## src/rtl/core/wsfd_pkg.sv

```systemverilog
// Shared types and constants for the WebSocket frame deframer.
package wsfd_pkg;

  // Parser phase, one-hot.
  typedef enum logic [4:0] {
    PH_OPCODE  = 5'b00001,
    PH_LENGTH  = 5'b00010,
    PH_ELENGTH = 5'b00100,
    PH_MASKKEY = 5'b01000,
    PH_PAYLOAD = 5'b10000
  } phase_e;

  // Error codes reported in error_kind.
  typedef enum logic [1:0] {
    ERR_NONE     = 2'd0,
    ERR_OPCODE   = 2'd1,
    ERR_LENGTH   = 2'd2,
    ERR_RESERVED = 2'd3
  } err_e;

  localparam int unsigned LenW = 64;

  localparam logic [6:0] LEN7_EXT16 = 7'd126;
  localparam logic [6:0] LEN7_EXT64 = 7'd127;
  localparam logic [3:0] OP_CONT    = 4'h0;

  // Extended length byte counters hold bytes left minus one.
  localparam logic [2:0] EXT16_LAST = 3'd1;
  localparam logic [2:0] EXT64_LAST = 3'd7;
  localparam logic [1:0] KEY_LAST   = 2'd3;

  // One result item.
  typedef struct packed {
    logic       message_start;
    logic [3:0] start_opcode;
    logic       data_valid;
    logic [7:0] payload_out;
    logic       message_end;
    err_e       error_kind;
  } result_t;

endpackage

```

## src/rtl/core/websocket_frame_deframer_unit.sv

```systemverilog
// Top level of the WebSocket frame deframer: input register, parser, result register.
//
//   Channel | Handshake               | Payload
//   --------+-------------------------+---------------------------------------------
//   in      | in_valid_i / in_ready_o | stream_byte_i
//   out     | out_valid_o/out_ready_i | message_start_o, start_opcode_o, data_valid_o,
//           |                         | payload_out_o, message_end_o, error_kind_o
//
// One byte in, one result out, one item per cycle sustained while out_ready_i stays high.
// An accepted byte is held in the input register, then decoded combinationally by the
// parser into the result register, which drives out_valid_o; the result is taken at a
// later edge with out_ready_i high.
// rst_ni clears the parser to await an opcode byte outside any fragmented message.
// A stall on out_ready_i holds the result register; with a byte already held in the
// input register in_ready_o falls in that same cycle, an empty input register first
// takes one more byte. in_ready_o rises again once the result is taken.
module websocket_frame_deframer_unit (
  input  logic       clk_i,
  input  logic       rst_ni,
  input  logic       in_valid_i,
  output logic       in_ready_o,
  input  logic [7:0] stream_byte_i,
  output logic       out_valid_o,
  input  logic       out_ready_i,
  output logic       message_start_o,
  output logic [3:0] start_opcode_o,
  output logic       data_valid_o,
  output logic [7:0] payload_out_o,
  output logic       message_end_o,
  output logic [1:0] error_kind_o
);

  logic              s1_valid;
  logic [7:0]        s1_byte;
  logic              out_free;
  logic              advance;
  wsfd_pkg::result_t parse_res;
  wsfd_pkg::result_t out_res;

  // Advance the held byte through the parser whenever the result register can take it.
  assign advance = s1_valid && out_free;

  wsfd_in_stage u_in_stage (
    .clk_i        (clk_i),
    .rst_ni       (rst_ni),
    .in_valid_i   (in_valid_i),
    .in_ready_o   (in_ready_o),
    .stream_byte_i(stream_byte_i),
    .advance_i    (advance),
    .valid_o      (s1_valid),
    .byte_o       (s1_byte)
  );

  // Parser state moves only on a byte that advances, so stalls leave it untouched.
  wsfd_parser u_parser (
    .clk_i (clk_i),
    .rst_ni(rst_ni),
    .step_i(advance),
    .byte_i(s1_byte),
    .res_o (parse_res)
  );

  wsfd_out_stage u_out_stage (
    .clk_i      (clk_i),
    .rst_ni     (rst_ni),
    .load_i     (advance),
    .res_i      (parse_res),
    .free_o     (out_free),
    .out_valid_o(out_valid_o),
    .out_ready_i(out_ready_i),
    .res_o      (out_res)
  );

  // Unpack the result item onto its ports.
  assign message_start_o = out_res.message_start;
  assign start_opcode_o  = out_res.start_opcode;
  assign data_valid_o    = out_res.data_valid;
  assign payload_out_o   = out_res.payload_out;
  assign message_end_o   = out_res.message_end;
  assign error_kind_o    = out_res.error_kind;

endmodule

```

## src/rtl/core/wsfd_in_stage.sv

```systemverilog
// Input register of the deframer: holds one accepted stream byte.
module wsfd_in_stage (
  input  logic       clk_i,
  input  logic       rst_ni,
  input  logic       in_valid_i,
  output logic       in_ready_o,
  input  logic [7:0] stream_byte_i,
  input  logic       advance_i,
  output logic       valid_o,
  output logic [7:0] byte_o
);

  logic       valid_q, valid_d;
  logic [7:0] byte_q;

  // Take a new byte when empty or when the held one moves on.
  assign in_ready_o = !valid_q || advance_i;
  assign valid_d    = (in_valid_i && in_ready_o) || (valid_q && !advance_i);

  always_ff @(posedge clk_i or negedge rst_ni) begin
    if (!rst_ni) begin
      valid_q <= 1'b0;
    end else begin
      valid_q <= valid_d;
    end
  end

  always_ff @(posedge clk_i) begin
    if (in_valid_i && in_ready_o) begin
      byte_q <= stream_byte_i;
    end
  end

  assign valid_o = valid_q;
  assign byte_o  = byte_q;

endmodule

```

## src/rtl/core/wsfd_parser.sv

```systemverilog
// Frame parser: per-stream state and the decode of one byte into a result.
module wsfd_parser (
  input  logic             clk_i,
  input  logic             rst_ni,
  input  logic             step_i,
  input  logic [7:0]       byte_i,
  output wsfd_pkg::result_t res_o
);

  wsfd_pkg::phase_e            phase_q, phase_d;
  logic                        fin_q, fin_d;
  logic                        masked_q, masked_d;
  logic                        frag_q, frag_d;
  logic [wsfd_pkg::LenW-1:0]   len_q, len_d;
  logic [2:0]                  ext_cnt_q, ext_cnt_d;
  logic [31:0]                 key_q, key_d;
  logic [1:0]                  key_cnt_q, key_cnt_d;
  logic [1:0]                  kidx_q, kidx_d;

  logic [wsfd_pkg::LenW-1:0]   len_shift;
  logic [7:0]                  key_byte;
  wsfd_pkg::result_t           res;

  assign len_shift = {len_q[wsfd_pkg::LenW-9:0], byte_i};

  always_comb begin
    unique case (kidx_q)
      2'd0: key_byte = key_q[31:24];
      2'd1: key_byte = key_q[23:16];
      2'd2: key_byte = key_q[15:8];
      2'd3: key_byte = key_q[7:0];
    endcase
  end

  always_comb begin
    logic restart;
    restart   = 1'b0;
    res       = '0;
    phase_d   = phase_q;
    fin_d     = fin_q;
    masked_d  = masked_q;
    frag_d    = frag_q;
    len_d     = len_q;
    ext_cnt_d = ext_cnt_q;
    key_d     = key_q;
    key_cnt_d = key_cnt_q;
    kidx_d    = kidx_q;

    unique case (phase_q)
      wsfd_pkg::PH_LENGTH: begin
        masked_d = byte_i[7];
        if (byte_i[6:0] >= wsfd_pkg::LEN7_EXT16) begin
          ext_cnt_d = (byte_i[6:0] == wsfd_pkg::LEN7_EXT64) ?
                      wsfd_pkg::EXT64_LAST : wsfd_pkg::EXT16_LAST;
          len_d     = '0;
          phase_d   = wsfd_pkg::PH_ELENGTH;
        end else begin
          len_d = {{(wsfd_pkg::LenW-7){1'b0}}, byte_i[6:0]};
          if (byte_i[7]) begin
            phase_d = wsfd_pkg::PH_MASKKEY;
          end else if (byte_i[6:0] != 7'd0) begin
            phase_d = wsfd_pkg::PH_PAYLOAD;
          end else begin
            res.message_end = fin_q;
            restart         = 1'b1;
          end
        end
      end
      wsfd_pkg::PH_ELENGTH: begin
        len_d = len_shift;
        if (ext_cnt_q == 3'd0) begin
          priority if (len_shift[wsfd_pkg::LenW-1]) begin
            res.error_kind = wsfd_pkg::ERR_LENGTH;
            restart        = 1'b1;
          end else if (masked_q) begin
            phase_d = wsfd_pkg::PH_MASKKEY;
          end else if (len_shift != '0) begin
            phase_d = wsfd_pkg::PH_PAYLOAD;
          end else begin
            res.message_end = fin_q;
            restart         = 1'b1;
          end
        end else begin
          ext_cnt_d = ext_cnt_q - 3'd1;
        end
      end
      wsfd_pkg::PH_MASKKEY: begin
        key_d = {key_q[23:0], byte_i};
        if (key_cnt_q == wsfd_pkg::KEY_LAST) begin
          if (len_q != '0) begin
            phase_d = wsfd_pkg::PH_PAYLOAD;
          end else begin
            res.message_end = fin_q;
            restart         = 1'b1;
          end
        end else begin
          key_cnt_d = key_cnt_q + 2'd1;
        end
      end
      wsfd_pkg::PH_PAYLOAD: begin
        // len_q counts the payload bytes still to come.
        res.data_valid  = 1'b1;
        res.payload_out = byte_i ^ key_byte;
        kidx_d          = kidx_q + 2'd1;
        if (len_q == {{(wsfd_pkg::LenW-1){1'b0}}, 1'b1}) begin
          res.message_end = fin_q;
          restart         = 1'b1;
        end else begin
          len_d = len_q - {{(wsfd_pkg::LenW-1){1'b0}}, 1'b1};
        end
      end
      default: begin
        // Opcode byte.
        fin_d = byte_i[7];
        if (!frag_q) begin
          res.message_start = 1'b1;
          res.start_opcode  = byte_i[3:0];
          phase_d           = wsfd_pkg::PH_LENGTH;
        end else if (byte_i[3:0] == wsfd_pkg::OP_CONT) begin
          phase_d = wsfd_pkg::PH_LENGTH;
        end else begin
          res.error_kind = wsfd_pkg::ERR_OPCODE;
          restart        = 1'b1;
        end
        frag_d = !byte_i[7];
      end
    endcase

    if (restart) begin
      phase_d   = wsfd_pkg::PH_OPCODE;
      fin_d     = 1'b0;
      masked_d  = 1'b0;
      len_d     = '0;
      ext_cnt_d = '0;
      key_d     = '0;
      key_cnt_d = '0;
      kidx_d    = '0;
    end
  end

  always_ff @(posedge clk_i or negedge rst_ni) begin
    if (!rst_ni) begin
      phase_q   <= wsfd_pkg::PH_OPCODE;
      fin_q     <= 1'b0;
      masked_q  <= 1'b0;
      frag_q    <= 1'b0;
      len_q     <= '0;
      ext_cnt_q <= '0;
      key_q     <= '0;
      key_cnt_q <= '0;
      kidx_q    <= '0;
    end else if (step_i) begin
      phase_q   <= phase_d;
      fin_q     <= fin_d;
      masked_q  <= masked_d;
      frag_q    <= frag_d;
      len_q     <= len_d;
      ext_cnt_q <= ext_cnt_d;
      key_q     <= key_d;
      key_cnt_q <= key_cnt_d;
      kidx_q    <= kidx_d;
    end
  end

  assign res_o = res;

  // An error always sends the parser back to the opcode byte.
  a_err_restart: assert property (@(posedge clk_i) disable iff (!rst_ni)
    step_i && (res.error_kind != wsfd_pkg::ERR_NONE) |=> phase_q == wsfd_pkg::PH_OPCODE)
    else $error("parser did not restart after an error");

  // Per-frame state is clean whenever a frame header is awaited.
  a_clean_frame: assert property (@(posedge clk_i) disable iff (!rst_ni)
    phase_q == wsfd_pkg::PH_OPCODE |-> (len_q == '0) && (kidx_q == '0) && (key_q == '0))
    else $error("stale frame state at opcode byte");

  // Unmasked frames pass payload bytes through unchanged.
  a_unmasked_pass: assert property (@(posedge clk_i) disable iff (!rst_ni)
    step_i && (phase_q == wsfd_pkg::PH_PAYLOAD) && !masked_q |-> res.payload_out == byte_i)
    else $error("unmasked payload byte altered");

  // A payload phase is never entered with nothing left to deliver.
  a_payload_len: assert property (@(posedge clk_i) disable iff (!rst_ni)
    phase_q == wsfd_pkg::PH_PAYLOAD |-> (len_q != '0) && !len_q[wsfd_pkg::LenW-1])
    else $error("payload phase with bad remaining length");

endmodule

```

## src/rtl/core/wsfd_out_stage.sv

```systemverilog
// Result register of the deframer.
module wsfd_out_stage (
  input  logic              clk_i,
  input  logic              rst_ni,
  input  logic              load_i,
  input  wsfd_pkg::result_t res_i,
  output logic              free_o,
  output logic              out_valid_o,
  input  logic              out_ready_i,
  output wsfd_pkg::result_t res_o
);

  logic              valid_q, valid_d;
  wsfd_pkg::result_t res_q;

  assign free_o  = !valid_q || out_ready_i;
  assign valid_d = load_i || (valid_q && !out_ready_i);

  always_ff @(posedge clk_i or negedge rst_ni) begin
    if (!rst_ni) begin
      valid_q <= 1'b0;
    end else begin
      valid_q <= valid_d;
    end
  end

  always_ff @(posedge clk_i) begin
    if (load_i) begin
      res_q <= res_i;
    end
  end

  assign out_valid_o = valid_q;
  assign res_o       = res_q;

endmodule
```

## config.mk

```make
export PLATFORM = sky130hd
export DESIGN_NAME = websocket_frame_deframer_unit
export DESIGN_NICKNAME = d
export VERILOG_FILES = /design/src/rtl/core/wsfd_pkg.sv /design/src/rtl/core/websocket_frame_deframer_unit.sv /design/src/rtl/core/wsfd_in_stage.sv /design/src/rtl/core/wsfd_parser.sv /design/src/rtl/core/wsfd_out_stage.sv
export SDC_FILE = /design/constraint.sdc
export NUM_CORES = 1
export LEC_CHECK = 0
export BUFFER_PORTS_ARGS = -buffer_cell sky130_fd_sc_hd__buf_2
export CORE_MARGIN = 4
export CORE_UTILIZATION = 30
export CTS_CLUSTER_SIZE = 12
export DETAILED_ROUTE_END_ITERATION = 6
export PLACE_DENSITY_LB_ADDON = 0.2
export SETUP_SLACK_MARGIN = 0.3
export SLEW_MARGIN = 25
export SYNTH_ARGS = -nofsm -noshare
export SYNTH_HDL_FRONTEND = slang
export SYNTH_HIERARCHICAL = 1
export SYNTH_SLANG_ARGS = --single-unit
```

## constraint.sdc

```tcl
create_clock -name clk_i -period 3.3 [get_ports clk_i]
set_input_delay 0.66 -clock clk_i [delete_from_list [all_inputs] [get_ports clk_i]]
set_output_delay 0.66 -clock clk_i [all_outputs]
set_load 0.03 [all_outputs]
```

==> Yosys cells after proc, flatten, opt, wreduce, memory -nomap -nowiden <==
Index checks and enable logic that the tools add are counted.
{ "totals": {"reg_bits": 138, "out_inout_bits": 19} }
{ "classes": {"add_sub_neg": 4, "magnitude_cmp": 1, "eq_ne": 23, "n_mux": 64, "bitwise_logic": 2, "n_reduce_logical": 36} }
{ "op_table": {"columns": ["operator", "count"], "rows": [
  ["64-bit case mux with 3 select lines", 1],
  ["64-bit two-way mux", 2],
  ["64-bit nonzero test", 2],
  ["5-bit two-way mux", 13],
  ["64-bit by 1-bit == test with 1-bit output (second input constant)", 1],
  ["32-bit two-way mux", 2],
  ["64-bit by 1-bit subtractor with 64-bit output (second input constant)", 1],
  ["8-bit case mux with 4 select lines", 1],
  ["1-bit two-way mux", 26],
  ["5-bit case mux with 4 select lines", 1],
  ["3-bit two-way mux", 5],
  ["2-bit two-way mux", 7],
  ["3-bit by 1-bit != test with 1-bit output (second input constant)", 4],
  ["2-bit AND reduction", 5],
  ["9-bit two-way mux", 1],
  ["3-bit != test (second input constant)", 3],
  ["9-bit AND reduction", 1],
  ["1-bit case mux with 4 select lines", 2],
  ["8-bit XOR", 1],
  ["7-bit == test (second input constant)", 1],
  ["7-bit greater-or-equal comparator (second input constant)", 1],
  ["7-bit two-way mux", 1],
  ["7-bit nonzero test", 1],
  ["2-bit == test (second input constant)", 3],
  ["other kinds (29)", 44]
]} }

==> Longest topological paths before layout <==
Gate-level depths: netlist of run 1.
{ "depth": {"ltp_word": 8, "depth_mapped": 11, "ltp_nobuf": 9} }

==> By module <==
Netlist of run 1, hierarchy kept.
{ "by_module_without_submodules": {"columns": ["mod", "instances", "cells_each", "area_each_um2", "seq_area_each_um2"], "rows": [
  ["wsfd_parser", 1, 780, 6731.5, 2778.9],
  ["wsfd_out_stage", 1, 20, 558.0, 535.5],
  ["wsfd_in_stage", 1, 12, 294.0, 265.3],
  ["websocket_frame_deframer_unit", 1, 1, 6.3, 0.0]
]} }

==> Least setup slack after synthesis of run 1 <==
Ideal clock, no wire load.
{ "synth_path": {"path_kind": "input -> register", "startpoint": "input port out_ready_i", "endpoint": "register u_parser/len_q[38] (netlist bit)", "setup_ns": 0.133, "arrival_ns": 2.572, "setup_slack_ns": 0.595, "stages": 9, "path_buffers": 2, "path_cell_list": "nand2b_4 > and2_1 > inv_1 > a31oi_1 > o21ai_1 > buf_2 > clkbuf_1 > o21ai_0 > o21ai_0"} }
{ "synth_between": {"elab_chain_len": 3} }
{ "synth_rtl": {"columns": ["item", "line_no", "rtl"], "rows": [
  ["from (decl)", "websocket_frame_deframer_unit.sv:24", "input logic out_ready_i,"],
  ["1-bit logical OR", "wsfd_out_stage.sv:16", "assign free_o = !valid_q || out_ready_i;"],
  ["1-bit logical AND", "websocket_frame_deframer_unit.sv:41", "assign advance = s1_valid && out_free;"],
  ["named net advance", "websocket_frame_deframer_unit.sv:36", "logic advance;"],
  ["3-bit AND reduction (no line)", null, null],
  ["to (signal assigned)", "wsfd_parser.sv:157", "len_q <= len_d;"],
  ["to (decl)", "wsfd_parser.sv:14", "logic [wsfd_pkg::LenW-1:0] len_q, len_d;"]
]} }
The timed path passes the listed nets, and every way through them passes these cells.
A chain may end at the register's enable or synchronous reset.

==> Final worst setup path of run 1 <==
{ "layout_path": {"startpoint": "register u_parser/len_q[12] (netlist bit)", "endpoint": "register u_parser/len_q[57] (netlist bit)"} }
{ "layout_between": {"elab_chain_len": 8} }
{ "layout_rtl": {"columns": ["item"], "rows": [
  ["parallel branches: the longest is 8 deep, another holds 64-bit by 1-bit subtractor with 64-bit output"]
]} }
Parallel ways; which one is timed is not known. The select of a mux whose other input is x is not followed.

==> results of run 1 <==
## kinds of logic (layout without fill, tap and decap cells)
logic type / Yosys count / count (layout)
AO/OA/AOI/OAI: 309 / 310
XOR/XNOR: 12 / 12
adder cells (fa/ha/maj): 10 / 10
buffers and inverters: 75 / 143
flip-flops: 138 / 138
multiplexers: 1 / 1
AND/OR/NAND/NOR: 268 / 268
## worst max-delay path, delay by kind of cell, from the launching register on
kind	cells	cell delay [ps]
simple gates	5	1960
compound gates	2	260
flops	1	450
## metrics by stage
| step | power (mW) | std cells | instance area, um2 | utilization [%] | setup WS, ps |
|---|---|---|---|---|---|
| 6_report | 7.49 | 1206 | 9180 | 37.3 | 511 |
| 3_5_place_dp | 5.40 | 1167 | 8410 | 34.2 | 115 |
| 5_1_grt | 7.97 | 1206 | 9180 | 37.3 | 330 |
| 3_3_place_gp | 5.43 | 1167 | 8410 | 34.2 | 206 |
| 4_1_cts | 7.40 | 1202 | 9070 | 36.9 | 350 |
| 2_1_floorplan | 4.31 | 813 | 7590 | - | 595 |
## what timing repair did
item	4_1_cts	5_1_grt
buffers inserted	3	3
gates resized for setup	2	15
endpoints found under the setup margin	79	78
cloned	0	1
pin swaps	1	2
## how the worst max path moves through the flow
stage | endpoint | slack (ps) | from | depth (start not counted)
6_report | u_parser/len_q[57] | 510 | u_parser/len_q[12] | 7
4_1_cts | u_parser/key_q[20] | 350 | u_parser/len_q[57] | 9
2_1_floorplan | u_parser/len_q[38] | 600 | out_ready_i | 9
3_5_place_dp | u_parser/len_q[58] | 110 | u_parser/len_q[0] | 10
5_1_grt | u_parser/len_q[26] | 330 | u_parser/len_q[1] | 11
3_3_place_gp | u_parser/key_q[1] | 210 | u_parser/len_q[57] | 9
## layout make-up
class | instances | area, um2
fill | 2467 | 15400
inverter | 19 | 71.3
sequential | 138 | 3580
clock inverter | 15 | 189
multi-input combinational | 601 | 3840
clock buffer | 17 | 425
tap | 324 | 405
timing repair buffer | 92 | 672
## sequential cells by signal (all words and copies together), names as in the netlist
name                     count
u_in_stage/byte_o            8
u_out_stage/out_valid_o      1
u_parser/key_cnt_q           2
u_parser/phase_q             5
u_out_stage/res_o           17
u_parser/ext_cnt_q           3
u_parser/len_q              64
u_in_stage/valid_o           1
u_parser/kidx_q              2
u_parser/frag_q              1
u_parser/masked_q            1
u_parser/key_q              32
u_parser/fin_q               1
## metal layers
layer,up-vias,track usage (%),wire (um)
met5,-,0,0
met3,24,2.94,917
met2,187,25.9,10900
li1,3231,-,-
met1,3458,22.9,10800
met4,0,4.52,323
## power groups by stage
| stage | Clock (mW) | Combinational (mW) | Sequential [mW] |
|---|---|---|---|
| after floorplan | 0 | 2.06 | 2.24 |
| after global placement | 0 | 3.19 | 2.24 |
| after detailed placement | 0 | 3.17 | 2.24 |
| after CTS | 2.01 | 3.19 | 2.20 |
| after global routing | 2.10 | 3.63 | 2.25 |
| final | 1.97 | 3.31 | 2.21 |
## layout by cell type (no fill, tap or decap), types with 10 or more instances in the layout
master / instances
a22o_1: 35
a21oi_1: 50
a32oi_1: 10
buf_2: 29
nand2_1: 35
nor3_1: 32
ha_1: 10
o21ai_0: 115
edfxtp_1: 25
xnor2_1: 10
buf_4: 58
clkbuf_16: 17
nor4_1: 28
inv_1: 19
dfrtp_1: 111
nor2_1: 65
nand3_1: 23
o2bb2ai_1: 16
a22oi_1: 23
==> summary.txt, run 1 <==
Status
  – Outcome: finished, final reports clean

Clock tree
  – CTS Hold Bufs: 0
  – TritonCTS Sinks: between 100 and 150
  – Clock Path Buffers: 2
  – Num CTS Buffers: 17
  – H-Tree Depth: 4
  – Root buffer cell: clkbuf_16
  – Worst skew pair latency: about 430 ps
  – CTS tree: built
  – CTS clk-pin slew, worst paths: around 80 ps

Synthesis
  – Synthesized netlist cell count: just over 800
  – FF+latch count, synth: 138
  – Top_reg_cell synth: dfrtp_1
  – Post-Synth Adder-Cell Area: around 1.6%
  – Synth area leaders: dfrtp_1, edfxtp_1, o21ai_0
  – Sequential area share after synthesis: between 40% and 50%
  – Synth unique cells: 68
  – Syn nets: ~840
  – Mux share of post-synthesis cell area: 0.148%
  – Commonest cells post-synth: o21ai_0, dfrtp_1, nor2_1
  – Top-count cell post-synth: o21ai_0
  – Syn. warnings: 6
  – Post-synth ARST share: 81.9%
  – Main combinational cell family by area after synthesis: compound AO/OA/AOI/OAI gates
  – Xor/xnor cell area share of the yosys netlist: under 10%
  – Cell taking the most area after synthesis: dfrtp_1
  – Synth top area share: approximately 37%
  – Mean post-synth cell area: 9.34 um2
  – Cell Area, Synth: between 7000 and 8000 um2
  – Simple-gate area share of the yosys netlist: between 10% and 20%
  – EDFF count, synth: 25
  – Synth Area in Compound Gates: a little over a quarter

Timing
  – Rel. slew slack: 56.3%
  – Layout Skew: between 20 and 25 ps
  – # setup viols final: 0
  – RSZ-0062 raised after global routing: no
  – Setup TNS Final: 0 ps
  – Minimum clock period after layout: roughly 2800 ps
  – Hold WS: approximately 220 ps
  – Period utilisation layout: roughly 85%
  – Slew Limit Fails: 0
  – Worst Tran Pin Value: 652 ps
  – Peak Freq: roughly 360 MHz
  – Final hold violation count: 0

Power and ir drop
  – Power per cell area: ~800 nW/um2
  – Gate power share: approximately 44%
  – Sequential fraction of design power: between 20% and 30%
  – Clock group share of total power: 26.3%
  – Leakage: between 3 and 4 nW
  – P_int: between 4 and 5 mW
  – Switch share: 44.5%
  – Net Switching: roughly 3.3 mW
  – Worst vdd ir: ~0.35 mV

Worst setup path
  – CP endpoint kind: register
  – Reg-to-reg endpoint: u_parser/len_q[57]
  – Slowest stage cell, crit path: or4_4
  – RR Startpoint: u_parser/len_q[12]
  – Critical Path Fanout Max: 7
  – Critical path type: register to register
  – FF-to-FF path depth: 7
  – Worst path cell trace: or3_4 > or3_4 > or3_4 > or4_4 > nor4_1 > o21ai_0 > o2bb2ai_1
  – R2r setup slk: ~510 ps
  – CP required: approximately 3600 ps
  – CP peak stage delay: roughly 570 ps
  – CP dominant cell by count: or3_4
  – Critical Path AT: ~3100 ps
  – Critical Path Source Type: register

Run
  – Maxcap violations: 0

Global routing
  – Vias in the first global route: 6,718
  – Global-route wire length before repair: between 30 and 40 mm
  – GR Overflow Total: 0
  – Pin count of the biggest net entering global routing: 51
  – Initial antenna violation count: 0
  – Total track usage: approximately 16%

Detailed routing
  – DRC: 0
  – Wire per inst: ~19 um
  – 1st-pass router iterations: 7
  – Vias: 6,900
  – Post-route antenna net violation count: 0
  – Mean number of vias per cell: 5.72
  – 1st-iter DRT viols: roughly 600
  – Total routed wirelength: around 23 mm

Floorplan
  – Die area: between 20,000 and 30,000 um2
  – Initial core utilization: between 30 and 40%
  – Row cnt: 57
  – Die Ht: approximately 170 um
  – Die Wd: ~170 um
  – Core area: between 20,000 and 25,000 um2
  – I/O pin total: 31

Placement
  – Port Buffers: 30
  – Routability cong.: 0.816
  – DP HPWL: 15.3 mm

Final layout
  – ANT cells: 0
  – Share of post-route cells with drive strength above 1: 18.9%
  – Layout area overhead: 21.0%
  – Nets: 891

Hold path
  – Min-delay worst type: input pin to asynchronous set/reset pin
(Power assumes the default switching activity.)
==> run 2: changes to the inputs <==
--- a/config.mk
+++ b/config.mk
@@ -5,6 +5,7 @@
 export SDC_FILE = /design/constraint.sdc
 export NUM_CORES = 1
 export LEC_CHECK = 0
+export ABC_AREA = 1
 export BUFFER_PORTS_ARGS = -buffer_cell sky130_fd_sc_hd__buf_2
 export CORE_MARGIN = 4
 export CORE_UTILIZATION = 30
==> constraint.sdc (replaced) <==
create_clock -name clk_i -period 2.8 [get_ports clk_i]
set_input_delay 0.56 -clock clk_i [delete_from_list [all_inputs] [get_ports clk_i]]
set_output_delay 0.56 -clock clk_i [all_outputs]
set_load 0.03 [all_outputs]
==> summary.txt, run 2 <==
Floorplan
  – Core area: between 30,000 and 40,000 um2
  – Die Ht: roughly 180 um
  – Die area: 34,000 um2
  – Die Wd: around 180 um
  – Initial core utilization: between 30% and 40%
  – I/O pin total: 31
  – Row cnt: 64

Synthesis
  – Mean post-synth cell area: 6.77 um2
  – Synth top area share: 30.0%
  – Cell taking the most area after synthesis: dfrtp_1
  – FF+latch count, synth: about 140
  – Top_reg_cell synth: dfrtp_1
  – Synth unique cells: around 40
  – Post-synth ARST share: roughly 82%
  – Top-count cell post-synth: nand2_1
  – Cell Area, Synth: between 9000 and 10,000 um2
  – Syn. warnings: 6
  – EDFF count, synth: 25
  – Commonest cells post-synth: nand2_1, nor2_1, dfrtp_1
  – Syn nets: 1,401
  – Synthesized netlist cell count: 1,379
  – Sequential area share after synthesis: a little under two fifths
  – Synth area leaders: dfrtp_1, nand2_1, nor2_1

Worst setup path
  – Kind of cell adding the most delay to the critical path: simple AND/OR/NAND/NOR gates
  – Critical Path Fanout Max: 32
  – FF-to-FF path depth: 15
  – RR Startpoint: u_parser/len_q[40]
  – Critical Path AT: roughly 2700 ps
  – Critical Path Source Type: register
  – CP required: 3120 ps
  – Worst path cell trace: nor2_1 > nand2_1 > nor2_2 > nand2_2 > nor2_4 > nand2_2 > nor2_4 > nor2_4 > nand2_4 > nor2_4 > nand3_4 > nand2_4 > clkbuf_16 > nand2_1 > nand2_1
  – Slowest stage cell, crit path: dfrtp_1
  – Buf+Inv Stages, Crit Path: 1
  – R2r setup slk: 420 ps
  – CP peak stage delay: between 300 and 400 ps
  – Reg-to-reg endpoint: u_parser/len_q[48]
  – CP dominant cell by count: nor2_4
  – CP endpoint kind: register
  – Critical path type: register to register

Run
  – Maxcap violations: 0

Detailed routing
  – Total routed wirelength: 33.9 mm
  – DRC: 0
  – 1st-pass router iterations: 5
  – Vias: approximately 9.6k
  – 1st-iter DRT viols: just over 900
  – Post-route antenna net violation count: 0
  – Wire per inst: about 18 um
  – Mean number of vias per cell: between 5 and 6

Final layout
  – Final non-filler cell total: 1,840
  – ANT cells: 0
  – Commonest non-fill, non-tap cell in the layout: nand2_1
  – Max reg flops: 64
  – Util after Layout: between 30% and 40%
  – Filler Cell Count: 3,305
  – Layout area overhead: 17.0%
  – Share of post-route cells with drive strength above 1: between 10% and 20%
  – Commonest cells after routing, fill and taps aside: nand2_1, nor2_1, dfrtp_1
  – Nets: 1,453
  – Biggest register: u_parser/len_q

Placement
  – DP Cell Count: approximately 1.8k
  – DP HPWL: 23.6 mm
  – Port Buffers: 30
  – Routability cong.: roughly 0.95

Timing
  – Hold WS: around 29 ps
  – Worst Tran Pin Value: ~530 ps
  – # setup viols final: 0
  – Layout Skew: between 10 and 15 ps
  – Final hold violation count: 0
  – Minimum clock period after layout: between 2000 and 2500 ps
  – Slew Limit Fails: 0
  – Setup TNS Final: 0 ps
  – Rel. slew slack: between 60 and 70%
  – RSZ-0062 raised after global routing: yes
  – Period utilisation layout: around 85%
  – Peak Freq: 420 MHz

Global routing
  – Pin count of the biggest net entering global routing: between 100 and 150
  – Initial antenna violation count: 0
  – Vias in the first global route: roughly 9k
  – Global-route wire length before repair: about 53 mm
  – Total track usage: between 10% and 20%
  – GR Overflow Total: 0

Status
  – Outcome: finished, final reports clean

Clock tree
  – CTS Hold Bufs: 0
  – Clock Path Buffers: 2
  – Root buffer cell: clkbuf_16
  – TritonCTS Sinks: 138
  – CTS clk-pin slew, worst paths: 70 ps
  – H-Tree Depth: 4
  – Worst skew pair latency: 440 ps
  – CTS tree: built
  – Num CTS Buffers: 17

Power and ir drop
  – Leakage: between 5 and 6 nW
  – Power per cell area: 1010 nW/um2
  – Worst vdd ir: about 0.55 mV

Hold path
  – Min-delay worst type: input pin to asynchronous set/reset pin
-- run 2: cell count changes after synthesis, sizes merged, moves of 13 or more --
cell / previous run / this run
nand2: 35 / 461
nor3: 37 / 4
nand4: 6 / 20
nor2: 66 / 223
nor4: 36 / 1
a22oi: 23 / 0
or3: 13 / 0
nand3: 24 / 87
inv: 19 / 116
o2bb2ai: 16 / 0
a22o: 35 / 0
o2111ai: 0 / 49
-- run 2: worst max path at each step --
| stage | endpoint | cells past startpoint | startpoint | slack (ps) |
|---|---|---|---|---|
| final | u_parser/len_q[48] | 15 | u_parser/len_q[40] | 420 |
| after global routing | u_parser/key_q[9] | 13 | u_parser/len_q[40] | 280 |
| after CTS | u_parser/ext_cnt_q[0] | 14 | u_parser/len_q[0] | 310 |
| after detailed placement | u_parser/ext_cnt_q[1] | 13 | u_parser/len_q[57] | 210 |
| after global placement | u_parser/key_q[13] | 13 | u_parser/len_q[57] | 240 |
| after floorplan | u_parser/len_q[13] | 9 | out_ready_i | 460 |
-- run 2: cell type report --
type | instances | area (um2) | area share [%]
clock buffer | 18 | 429 | 3.93
clock inverter | 14 | 136 | 1.25
inverter | 116 | 438 | 4.01
multi-input combinational | 1062 | 5070 | 46.5
sequential | 138 | 3580 | 32.8
tap | 396 | 495 | 4.54
timing repair buffer | 96 | 766 | 7.01
-- run 2: timing repair --
action | CTS | global route
gates cloned | 0 | 1
pin swaps | 0 | 2
setup endpoints to repair | 13 | 90
buffers inserted | 0 | 1
resized for setup | 3 | 41
-- run 2: kinds of logic (layout without fill, tap and decap cells) --
logic type,Yosys count,after routing,synth area share (%)
flip-flops,138,138,38.4
AO/OA/AOI/OAI,250,250,16.0
XOR/XNOR,2,2,0.188
buffers and inverters,179,244,8.34
AND/OR/NAND/NOR,800,800,35.8
adder cells (fa/ha/maj),10,10,1.34
-- run 2: through the flow --
| stage | area, um2 | total power [mW] | setup slack, ps |
|---|---|---|---|
| 2_1_floorplan | 9330 | 6.73 | 463 |
| 4_1_cts | 10800 | 10.8 | 314 |
| 5_1_grt | 10900 | 11.8 | 283 |
| 3_5_place_dp | 10200 | 8.43 | 213 |
| 6_report | 10900 | 11.0 | 417 |
| 3_3_place_gp | 10200 | 8.36 | 238 |
-- run 2: power by group --
group          total [mW]  switching (mW)  internal [mW]
Clock                2.27            1.02           1.24
Combinational        5.93            4.25           1.68
Sequential           2.79           0.307           2.49
-- run 2: worst reg2reg max path, stage by stage (launching register included) --
cell,delay [ps]
dfrtp_1,390
nor2_1,210
nand2_1,110
nor2_2,240
nand2_2,140
nor2_4,160
nand2_2,80
nor2_4,120
nor2_4,70
nand2_4,70
nor2_4,50
nand3_4,140
nand2_4,110
clkbuf_16,250
nand2_1,100
nand2_1,50
-- run 2: metal layers --
layer,vias up,GRT usage [%],share of wire (%)
met5,-,0,0
met4,0,7.07,3.0
met3,60,2.82,4.7
met2,297,32.3,47
met1,4563,27.3,46
li1,4655,-,-
==> run 3: changes to the inputs <==
--- a/config.mk
+++ b/config.mk
@@ -5,7 +5,7 @@
 export SDC_FILE = /design/constraint.sdc
 export NUM_CORES = 1
 export LEC_CHECK = 0
-export ABC_AREA = 1
+export ABC_AREA = 0
 export BUFFER_PORTS_ARGS = -buffer_cell sky130_fd_sc_hd__buf_2
 export CORE_MARGIN = 4
 export CORE_UTILIZATION = 30
==> constraint.sdc (replaced) <==
create_clock -name clk_i -period 2.8 [get_ports clk_i]
set_input_delay 0.84 -clock clk_i [delete_from_list [all_inputs] [get_ports clk_i]]
set_output_delay 0.84 -clock clk_i [all_outputs]
set_load 0.03 [all_outputs]
==> summary.txt, run 3 (synthesis results as in run 1) <==
Power and ir drop
  – P_int: 6.23 mW
  – Switch share: 42.5%
  – Sequential fraction of design power: a little under a quarter
  – Gate power share: between 50 and 60%
  – Net Switching: around 4.6 mW
  – Worst vdd ir: between 0.5 and 0.6 mV
  – Overall power: 10.8 mW
  – Leakage: between 4 and 5 nW
  – Power per cell area: ~1000 nW/um2
  – Clock group share of total power: roughly 22%

Floorplan
  – Row cnt: 57
  – Die area: 27,900 um2
  – I/O pin total: 31
  – Initial core utilization: between 30 and 40%
  – Core area: 24,600 um2
  – Die Wd: about 170 um
  – Die Ht: approximately 170 um

Placement
  – DP HPWL: about 16 mm
  – DP Cell Count: between 1k and 1.5k
  – Placed inst area: approximately 8800 um2
  – Pre-CTS setup slack: ~90 ps
  – Port Buffers: 30
  – Routability cong.: between 0.8 and 0.9

Global routing
  – GR Util met2: between 20% and 30%
  – Vias in the first global route: 7,219
  – Pin count of the biggest net entering global routing: 48
  – Total track usage: between 10% and 20%
  – Met1 Track Usage GR: between 20% and 30%
  – GR peak layer: met2
  – Global-route wire length before repair: 39.8 mm
  – GR Overflow Total: 0
  – Initial antenna violation count: 0
  – M3 GR Usage: ~3.0%

Timing
  – Layout Skew: between 10 and 15 ps
  – Slew Limit Fails: 0
  – Worst Tran Pin Value: just under 600 ps
  – Final hold violation count: 0
  – Minimum clock period after layout: roughly 2700 ps
  – Hold WS: ~350 ps
  – Final WS setup: around 130 ps
  – Rel. slew slack: between 60% and 70%
  – Peak Freq: around 370 MHz
  – # setup viols final: 0
  – Setup TNS Final: 0 ps
  – Period utilisation layout: 95.5%
  – RSZ-0062 raised after global routing: yes

Worst setup path
  – R2r setup slk: around 130 ps
  – Critical path type: register to register
  – CP endpoint kind: register
  – Critical Path AT: 2980 ps
  – Critical Path Source Type: register
  – Critical Path Fanout Max: 7
  – CP required: between 3000 and 4000 ps

Detailed routing
  – Post-route antenna net violation count: 0
  – Mean number of vias per cell: ~5.8
  – Vias: approximately 7.4k
  – DRC: 0
  – Wire per inst: roughly 21 um
  – Total routed wirelength: ~27 mm
  – 1st-iter DRT viols: just over 800
  – 1st-pass router iterations: 7

Clock tree
  – TritonCTS Sinks: around 140
  – Num CTS Buffers: 17
  – CTS tree: built
  – Root buffer cell: clkbuf_16
  – Worst skew pair latency: 430 ps
  – Clock Path Buffers: 2
  – CTS clk-pin slew, worst paths: around 70 ps
  – H-Tree Depth: 4

Status
  – Outcome: finished, final reports clean

Run
  – Maxcap violations: 0

Final layout
  – Max reg flops: 64
  – Commonest cells after routing, fill and taps aside: dfrtp_1, buf_4, o21ai_0
  – Commonest non-fill, non-tap cell in the layout: dfrtp_1
  – Share of post-route cells with drive strength above 1: roughly 32%
  – Nets: slightly below 1k
  – Final non-filler cell total: around 1.3k
  – Filler Cell Count: 2,369
  – Util after Layout: 43.2%
  – Layout area overhead: 40.1%
  – Final Instance Area: roughly 11,000 um2
  – ANT cells: 0
  – Biggest register: u_parser/len_q

Hold path
  – Min-delay worst type: input pin to asynchronous set/reset pin
## run 3: cell count changes in the layout (fill, tap and decap cells not counted), moves of 42 or more
cell / delta
nand2_1: -405
nor2_1: -125
inv_1: -89
nand3_1: -61
o2111ai_1: -49
buf_4: +42
## run 3: cell type report
type                    count  area, um2  area share [%]
multi-input cells         601       4240            39.9
inverters                  19       71.3           0.671
flip-flops and latches    138       3580            33.7
well taps                 324        405            3.81
clock inverters            14        161            1.52
clock buffers              18        450            4.23
repair buffers            174       1730            16.2
## run 3: final timing paths
kind / from / end / cells past startpoint
max: u_parser/len_q[42] / u_parser/len_q[32] / 10
min: rst_ni / u_parser/key_q[17] / 1
max reg2reg: u_parser/len_q[42] / u_parser/len_q[32] / 10
min reg2reg: u_parser/ext_cnt_q[1] / u_parser/ext_cnt_q[1] / 1
max in group asynchronous: rst_ni / u_parser/phase_q[0] / 2
min in group clk_i: u_parser/ext_cnt_q[1] / u_parser/ext_cnt_q[1] / 1
## run 3: per-layer routing
layer | vias to the layer above | wire [um] | share of wire, %
met1 | 3730 | 12000 | 45
met4 | 0 | 706 | 2.6
li1 | 3409 | - | -
met3 | 59 | 1170 | 4.4
met2 | 240 | 12800 | 48
met5 | - | 0 | 0
## run 3: power groups by stage
stage | combinational (mW) | clock [mW] | sequential (mW)
floorplan | 2.45 | 0 | 2.65
global placement | 4.21 | 0 | 2.58
detailed placement | 4.19 | 0 | 2.58
CTS | 4.87 | 2.43 | 2.54
global route | 6.27 | 2.53 | 2.58
finish | 5.90 | 2.38 | 2.55
## run 3: critical path: stages (launching register included)
cell	delay [ps]
dfrtp_1	430
nor4_2	470
nand3_2	190
nor3_2	300
o2111a_2	300
buf_6	150
o21ai_4	120
buf_12	190
buf_16	140
a21oi_2	160
o22ai_4	90
## run 3: repair_timing
action,4_1_cts,5_1_grt
gates resized for setup,33,118
setup endpoints to repair,108,109
hold buffers,0,0
gates cloned,5,14
pin swaps,10,33
setup buffers,23,11
